$ cat config.mk
export PLATFORM = sky130hd
export DESIGN_NAME = utf8_to_ucs2_string_encoder
export DESIGN_NICKNAME = d
export VERILOG_FILES = /design/src/hdl/u8ucs2_pkg.sv /design/src/hdl/utf8_to_ucs2_string_encoder.sv
export SDC_FILE = /design/constraint.sdc
export NUM_CORES = 1
export LEC_CHECK = 0
export ABC_CLOCK_PERIOD_IN_PS = 4140
export CAP_MARGIN = 20
export CORE_ASPECT_RATIO = 1.5
export CORE_UTILIZATION = 40
export CTS_BUF_LIST = sky130_fd_sc_hd__clkbuf_4
export DETAILED_ROUTE_END_ITERATION = 10
export DONT_BUFFER_PORTS = 1
export PLACE_DENSITY = 0.54
export SYNTH_ARGS = -nofsm -noshare
export SYNTH_HDL_FRONTEND = slang
export SYNTH_SLANG_ARGS = --single-unit
$ cat constraint.sdc
create_clock -name clock -period 4.14 [get_ports clock]
set_input_delay 0.414 -clock clock [delete_from_list [all_inputs] [get_ports clock]]
set_output_delay 0.414 -clock clock [all_outputs]
set_load 0.02 [all_outputs]
$ cat src/hdl/u8ucs2_pkg.sv
// types and constants for the utf-8 to ucs-2 string descriptor encoder
// no dependencies; imported by the encoder top level and its checker
package u8ucs2_pkg;

   // status codes carried on the final response of a string
   localparam logic [2:0] STATUS_OK           = 3'd0;
   localparam logic [2:0] STATUS_INVALID_LEAD = 3'd1;
   localparam logic [2:0] STATUS_ZERO_POINT   = 3'd2;
   localparam logic [2:0] STATUS_TRUNCATED    = 3'd3;
   localparam logic [2:0] STATUS_BUFFER_FULL  = 3'd4;

   // register map, register index taken from the word address
   localparam int unsigned CSR_ADDR_WIDTH = 3;
   localparam logic        CSR_IDX_MAX_UNITS = 1'b0;
   localparam logic [6:0]  MAX_UNITS_RESET = 7'd126;

   // utf-8 lead and continuation byte payload masks
   localparam logic [7:0] LEAD2_MASK = 8'h1F;
   localparam logic [7:0] LEAD3_MASK = 8'h0F;
   localparam logic [7:0] LEAD4_MASK = 8'h07;
   localparam logic [7:0] CONT_MASK  = 8'h3F;

   typedef struct packed {
      logic [7:0] in_byte;
      logic       end_of_string;
   } req_payload_type;

   typedef struct packed {
      logic        unit_valid;
      logic [15:0] code_unit;
      logic [7:0]  descriptor_length;
      logic [2:0]  status;
      logic        last;
   } rsp_payload_type;

endpackage

$ cat src/hdl/utf8_to_ucs2_string_encoder.sv
// utf-8 to ucs-2 string descriptor encoder, one byte per request
// a response is registered in the output register, or in the skid register if that is stalled
// throughput: one request per cycle while req_stall is low; a skid register takes one more response while
//    the output register is stalled, and req_stall rises only when the skid is full
// reset: synchronous; clears string state and both response slots, max_units to 126
module utf8_to_ucs2_string_encoder #(
   parameter int unsigned BUFFER_BYTES = 255
) (
   input  logic                                     clock,
   input  logic                                     reset,
   // request channel
   input  logic                                     req_valid,
   output logic                                     req_stall,
   input  u8ucs2_pkg::req_payload_type              req_payload,
   // response channel
   output logic                                     rsp_valid,
   input  logic                                     rsp_stall,
   output u8ucs2_pkg::rsp_payload_type              rsp_payload,
   // register port
   input  logic                                     csr_psel,
   input  logic                                     csr_penable,
   input  logic                                     csr_pwrite,
   input  logic [u8ucs2_pkg::CSR_ADDR_WIDTH-1:0]    csr_paddr,
   input  logic [31:0]                              csr_pwdata,
   output logic [31:0]                              csr_prdata,
   output logic                                     csr_pready
);
   import u8ucs2_pkg::*;

   // largest unit count the descriptor buffer can hold
   localparam int unsigned ROOM_UNITS = (BUFFER_BYTES - 2) / 2;
   localparam logic [6:0]  ROOM = 7'(ROOM_UNITS);

   logic [6:0]       max_units_ff;
   logic [1:0]       pend_ff, pend_in;
   logic [20:0]      part_ff, part_in;
   logic [6:0]       units_ff, units_in;
   logic             stop_ff, stop_in;
   logic [2:0]       stat_ff, stat_in;

   logic             out_valid_ff, out_valid_in;
   rsp_payload_type  out_ff, out_in;
   logic             skid_valid_ff, skid_valid_in;
   rsp_payload_type  skid_ff, skid_in;

   logic             req_take;
   logic             rsp_take;
   logic             csr_write;
   logic [6:0]       cap;
   logic [7:0]       b;
   logic             eos;
   logic             done;
   logic             emit;
   logic [20:0]      cp;
   logic             res_valid;
   rsp_payload_type  res;

   // register port
   assign csr_pready = 1'b1;
   assign csr_write  = csr_psel && csr_penable && csr_pwrite && csr_pready
                       && (csr_paddr[CSR_ADDR_WIDTH-1] == CSR_IDX_MAX_UNITS);
   assign csr_prdata = (csr_paddr[CSR_ADDR_WIDTH-1] == CSR_IDX_MAX_UNITS)
                       ? {25'd0, max_units_ff} : 32'd0;

   always_ff @(posedge clock) begin
      if (reset) begin
         max_units_ff <= MAX_UNITS_RESET;
      end else if (csr_write) begin
         max_units_ff <= csr_pwdata[6:0];
      end
   end

   // handshakes
   assign req_stall = skid_valid_ff;
   assign req_take  = req_valid && !req_stall;
   assign rsp_valid = out_valid_ff;
   assign rsp_take  = out_valid_ff && !rsp_stall;
   assign rsp_payload = out_ff;

   assign cap = (max_units_ff > ROOM) ? ROOM : max_units_ff;
   assign b   = req_payload.in_byte;
   assign eos = req_payload.end_of_string;

   // byte decode and string state update
   always_comb begin
      pend_in  = pend_ff;
      part_in  = part_ff;
      units_in = units_ff;
      stop_in  = stop_ff;
      stat_in  = stat_ff;
      done     = 1'b0;
      emit     = 1'b0;
      cp       = 21'd0;
      if (!stop_ff) begin
         if (pend_ff == 2'd0) begin
            case (b) inside
               8'b0???????: begin
                  cp   = {13'd0, b};
                  done = 1'b1;
               end
               8'b110?????: begin
                  part_in = {13'd0, b & LEAD2_MASK};
                  pend_in = 2'd1;
               end
               8'b1110????: begin
                  part_in = {13'd0, b & LEAD3_MASK};
                  pend_in = 2'd2;
               end
               8'b11110???: begin
                  part_in = {13'd0, b & LEAD4_MASK};
                  pend_in = 2'd3;
               end
               default: begin
                  stop_in = 1'b1;
                  stat_in = STATUS_INVALID_LEAD;
                  pend_in = 2'd0;
                  part_in = 21'd0;
               end
            endcase
         end else begin
            part_in = {part_ff[14:0], b[5:0] & CONT_MASK[5:0]};
            pend_in = pend_ff - 2'd1;
            if (pend_ff == 2'd1) begin
               cp      = part_in;
               part_in = 21'd0;
               done    = 1'b1;
            end
         end

         // finished character: zero check, capacity check, emit
         if (done) begin
            if (cp == 21'd0) begin
               stop_in = 1'b1;
               stat_in = STATUS_ZERO_POINT;
               pend_in = 2'd0;
               part_in = 21'd0;
            end else if (units_ff >= cap) begin
               stop_in = 1'b1;
               stat_in = STATUS_BUFFER_FULL;
               pend_in = 2'd0;
               part_in = 21'd0;
            end else begin
               units_in = units_ff + 7'd1;
               emit     = 1'b1;
            end
         end

         // end mark in the middle of a sequence
         if (eos && !stop_in && pend_in != 2'd0) begin
            stop_in = 1'b1;
            stat_in = STATUS_TRUNCATED;
            pend_in = 2'd0;
            part_in = 21'd0;
         end
      end

      res_valid              = eos || emit;
      res.unit_valid         = emit;
      res.code_unit          = emit ? cp[15:0] : 16'd0;
      res.descriptor_length  = 8'd2 + {units_in, 1'b0};
      res.status             = (eos && stop_in) ? stat_in : STATUS_OK;
      res.last               = eos;

      // end of string returns string state to zero
      if (eos) begin
         pend_in  = 2'd0;
         part_in  = 21'd0;
         units_in = 7'd0;
         stop_in  = 1'b0;
         stat_in  = STATUS_OK;
      end
   end

   always_ff @(posedge clock) begin
      if (reset) begin
         pend_ff  <= 2'd0;
         part_ff  <= 21'd0;
         units_ff <= 7'd0;
         stop_ff  <= 1'b0;
         stat_ff  <= STATUS_OK;
      end else if (req_take) begin
         pend_ff  <= pend_in;
         part_ff  <= part_in;
         units_ff <= units_in;
         stop_ff  <= stop_in;
         stat_ff  <= stat_in;
      end
   end

   // output register and skid slot
   always_comb begin
      out_valid_in  = out_valid_ff;
      out_in        = out_ff;
      skid_valid_in = skid_valid_ff;
      skid_in       = skid_ff;
      if (skid_valid_ff) begin
         if (rsp_take) begin
            out_in        = skid_ff;
            skid_valid_in = 1'b0;
         end
      end else if (req_take && res_valid) begin
         if (!out_valid_ff || rsp_take) begin
            out_in       = res;
            out_valid_in = 1'b1;
         end else begin
            skid_in       = res;
            skid_valid_in = 1'b1;
         end
      end else if (rsp_take) begin
         out_valid_in = 1'b0;
      end
   end

   always_ff @(posedge clock) begin
      if (reset) begin
         out_valid_ff  <= 1'b0;
         skid_valid_ff <= 1'b0;
      end else begin
         out_valid_ff  <= out_valid_in;
         skid_valid_ff <= skid_valid_in;
      end
   end

   always_ff @(posedge clock) begin
      out_ff  <= out_in;
      skid_ff <= skid_in;
   end

endmodule

==> Flow_metrics.wiki <==
{| class="wikitable"
! Metric !! Value
|-
| Most common flop cell mapped by yosys || edfxtp_1
|-
| Post-CTS repair timing setup buffer count || 0
|-
| Number of vias after detailed routing || 3228
|-
| Number of top-level pins || 115
|-
| Post-CTS Hold Buffers || 3
|-
| Aggregate negative setup slack || 0 ns
|-
| Overall die area || 12300 sq um
|-
| Worst min-delay path class || primary input to register
|-
| Type of the setup path with the least slack || register to register
|-
| Synthesized area per cell || 10.7 sq um
|-
| Period utilisation layout || 0.887
|-
| Startpoint of the lowest-slack register-to-register path || units_ff[4]$_SDFFE_PP0P_
|-
| Total Routed Length || 9890 um
|-
| Launching element of the worst setup path || units_ff[4]$_SDFFE_PP0P_
|-
| Post-synth top area cell || edfxtp_1
|-
| Effective utilization at floorplan || 0.411
|-
| GRT Residual Overflow || 0
|-
| First-pass GRT wire length || 16100 um
|-
| Number of remaining DRC errors || 0
|-
| Post-layout total power || 1.72 mW
|-
| Power density relative to cell area || 346 nW/um^2
|-
| Pins Over Slew Limit || 0
|-
| Setup repair after global routing missed its margin || no
|-
| Main area contributors after synthesis || edfxtp_1 35%, dfxtp_1 16%, mux2_2 5.0%
|-
| Input/output buffers || 0
|-
| Number of routed nets with antenna violations || 0
|-
| Initial DRC count || 211
|-
| Initial antenna violation count || 1
|-
| Share of synthesized area spent on multiplexers || 0.0520
|-
| Portion of synthesized cell area occupied by the leading cell type || 0.355
|-
| Number of buffers added by the clock tree synthesis step || 9
|-
| Max-cap violations || 0
|-
| Number of cell rows || 48
|-
| Largest voltage drop on the vdd net || 124 uV
|-
| Top library cells by usage in the layout, fill and taps aside || 56 x edfxtp_1, 44 x nor2_1, 37 x dfxtp_1, 27 x nand2_1, 27 x conb_1
|-
| Xor/xnor cell area share of the yosys netlist || 0.0129
|-
| Final Setup Violations || 0
|-
| Worst Setup Start Kind || register
|-
| Post-Syn Instances || 444
|-
| Later-pin clock latency in the skew report || 0.48 ns
|-
| Post-Synth Adder-Cell Area || 0.0238
|-
| Fraction of registers with async set/reset || 0
|-
| Yosys warnings || 0
|-
| Fraction of layout cells with a size suffix above 1 || 0.146
|-
| Maximum buffer depth of the clock tree || 2
|-
| Sequential-to-total area share from yosys stat || 0.511
|-
| Most common cell after layout, fill and taps aside || edfxtp_1
|-
| Via count of the first global-routing pass || 3122
|-
| Vias/cell || 5.36
|-
| Area fraction in compound gates after synthesis || 0.166
|-
| Largest net degree at the start of global routing || 42
|-
| Horiz. Die Dim || 90.9 um
|-
| EDFF count, synth || 56
|-
| Placed wire-length estimate after detailed placement || 6970 um
|-
| Average wire length per cell after detail routing || 16.4 um
|-
| Worst hold slack || 0.0200 ns
|-
| TritonCTS clock tree || yes
|-
| Maximum fanout encountered on the critical timing path || 12
|-
| Core ar. || 11500 sq um
|-
| CTS Sinks || 93
|-
| Synthesized-area fraction occupied by and/or/nand/nor cells || 0.158
|-
| Final estimated routing congestion in global placement || 0.867
|-
| Hold violation total from the final report || 0
|-
| Count of distinct cell types in the synthesized netlist || 68
|-
| Final setup skew || 0.0271 ns
|-
| Height of the die || 135 um
|-
| Post-synthesis cell area || 4740 sq um
|-
| Total global routing track utilization || 0.168
|-
| Endpoint type of the worst setup path || register
|-
| Slew at the pin with the worst max-slew slack || 0.954 ns
|-
| Origin of the worst min-delay path || reset
|-
| PostCTS Resize Cnt || 0
|-
| Status || finished clean
|-
| Remaining max-slew budget at the tightest pin || 0.362
|-
| Clock transition time at the flip-flop clock pins of the worst setup and hold paths || 0.17 ns
|-
| Length of the first detailed-routing pass in iterations || 9
|-
| Clock period minus worst slack || 3.67 ns
|-
| Arrival time at the worst endpoint || 3.91 ns
|-
| Data required, critical path || 4.38 ns
|-
| Net count reported at finish || 506
|-
| H-tree Lvls || 3
|-
| Area growth, synth to finish || 5.15%
|-
| LEAKAGE || 1.87 nW
|-
| CTS Root Buffer Type || clkbuf_4
|-
| Yosys reg bits || 93
|-
| Main combinational cell family by area after synthesis || compound AO/OA/AOI/OAI gates
|-
| Achievable frequency || 0.272 GHz
|}
==> power by group <==
part / internal, mW / switching, mW / total (mW)
clock network: 0.138 / 0.348 / 0.486
registers: 1.02 / 0.0448 / 1.07
logic: 0.0541 / 0.117 / 0.171
==> worst max-delay path, cell delays in order (launching register included) <==
cell,delay [ns]
dfxtp_1,0.52
ha_1,0.32
a21o_1,0.19
a221o_1,0.34
a41o_2,0.34
nor2_4,0.19
nand2_1,0.13
inv_2,0.19
mux2_2,0.38
ha_1,0.24
a21boi_1,0.16
xnor2_1,0.17
mux2_2,0.27
==> path summary, 6_finish.rpt <==
kind / slack [ns] / end / depth (start not counted)
max: 0.47 / rsp_payload[9]$_DFFE_PP_ / 12
min: 0.02 / max_units_ff[5]$_SDFFE_PP1P_ / 1
max reg2reg: 0.47 / rsp_payload[9]$_DFFE_PP_ / 12
min reg2reg: 0.48 / stat_ff[1]$_SDFFE_PP0P_ / 2
==> sequential cells by signal, indices dropped and copies added (netlist names) <==
register,cells
skid_ff,28
pend_ff,2
rsp_payload,28
req_stall,1
stat_ff,3
stop_ff,1
max_units_ff,7
units_ff,7
rsp_valid,1
part_ff,15
==> metrics by stage <==
step	utilization	worst slack [ns]	instances	instance area, sq um
finish	0.432	0.469	602	4980
global route	0.432	0.314	602	4980
CTS	0.430	0.464	599	4960
detailed placement	0.416	0.501	580	4800
global placement	0.416	0.549	580	4800
floorplan	-	0.313	469	4830
==> cells by family (layout without fill, tap and decap cells) <==
group / count (synthesis) / in the layout
mux: 22 / 22
buf+inv: 65 / 47
simple gates: 141 / 141
other cells: 2 / 28
flops: 93 / 93
fa+ha+maj: 9 / 9
xor+xnor: 7 / 7
compound gates: 105 / 105
==> synth_stat cells (2+ instances only) <==
library cell  count
a211o_1           7
a21boi_1          2
a21o_1            4
a21oi_1          20
a22o_1           11
a22oi_1          10
a31o_2            2
a32oi_1           2
and2_1           15
and3_1            2
buf_2             2
buf_4            28
clkbuf_1         15
conb_1            2
dfxtp_1          37
edfxtp_1         56
ha_1              9
inv_1            17
mux2_2           21
nand2_1          27
nand2b_1          4
nand3_1           5
nand4_1           3
nor2_1           44
nor2b_1           9
nor3_1            8
nor3_2            4
nor3b_1           2
nor4_1            5
nor4b_2           2
o21a_1            3
o21ai_0          18
o31ai_1           7
or4_1             2
xnor2_1           5
xor2_1            2
==> per-layer routing <==
metal | vias up | share of wire | GRT usage
met2 | 100 | 0.48 | 0.268
met4 | 0 | 0.014 | 0.0617
met5 | - | 0 | 0
met3 | 9 | 0.047 | 0.0410
met1 | 1546 | 0.46 | 0.221
li1 | 1573 | - | -
==> area by class of cell <==
type	count	area, sq um
diodes	1	2.50
fillers	1143	6550
inverters	19	71.3
repair buffers	12	103
clock buffers	9	67.6
flip-flops and latches	93	2420
well taps	150	188
clock inverters	7	65.1
multi-input cells	311	2060
(Power assumes the default switching activity.)
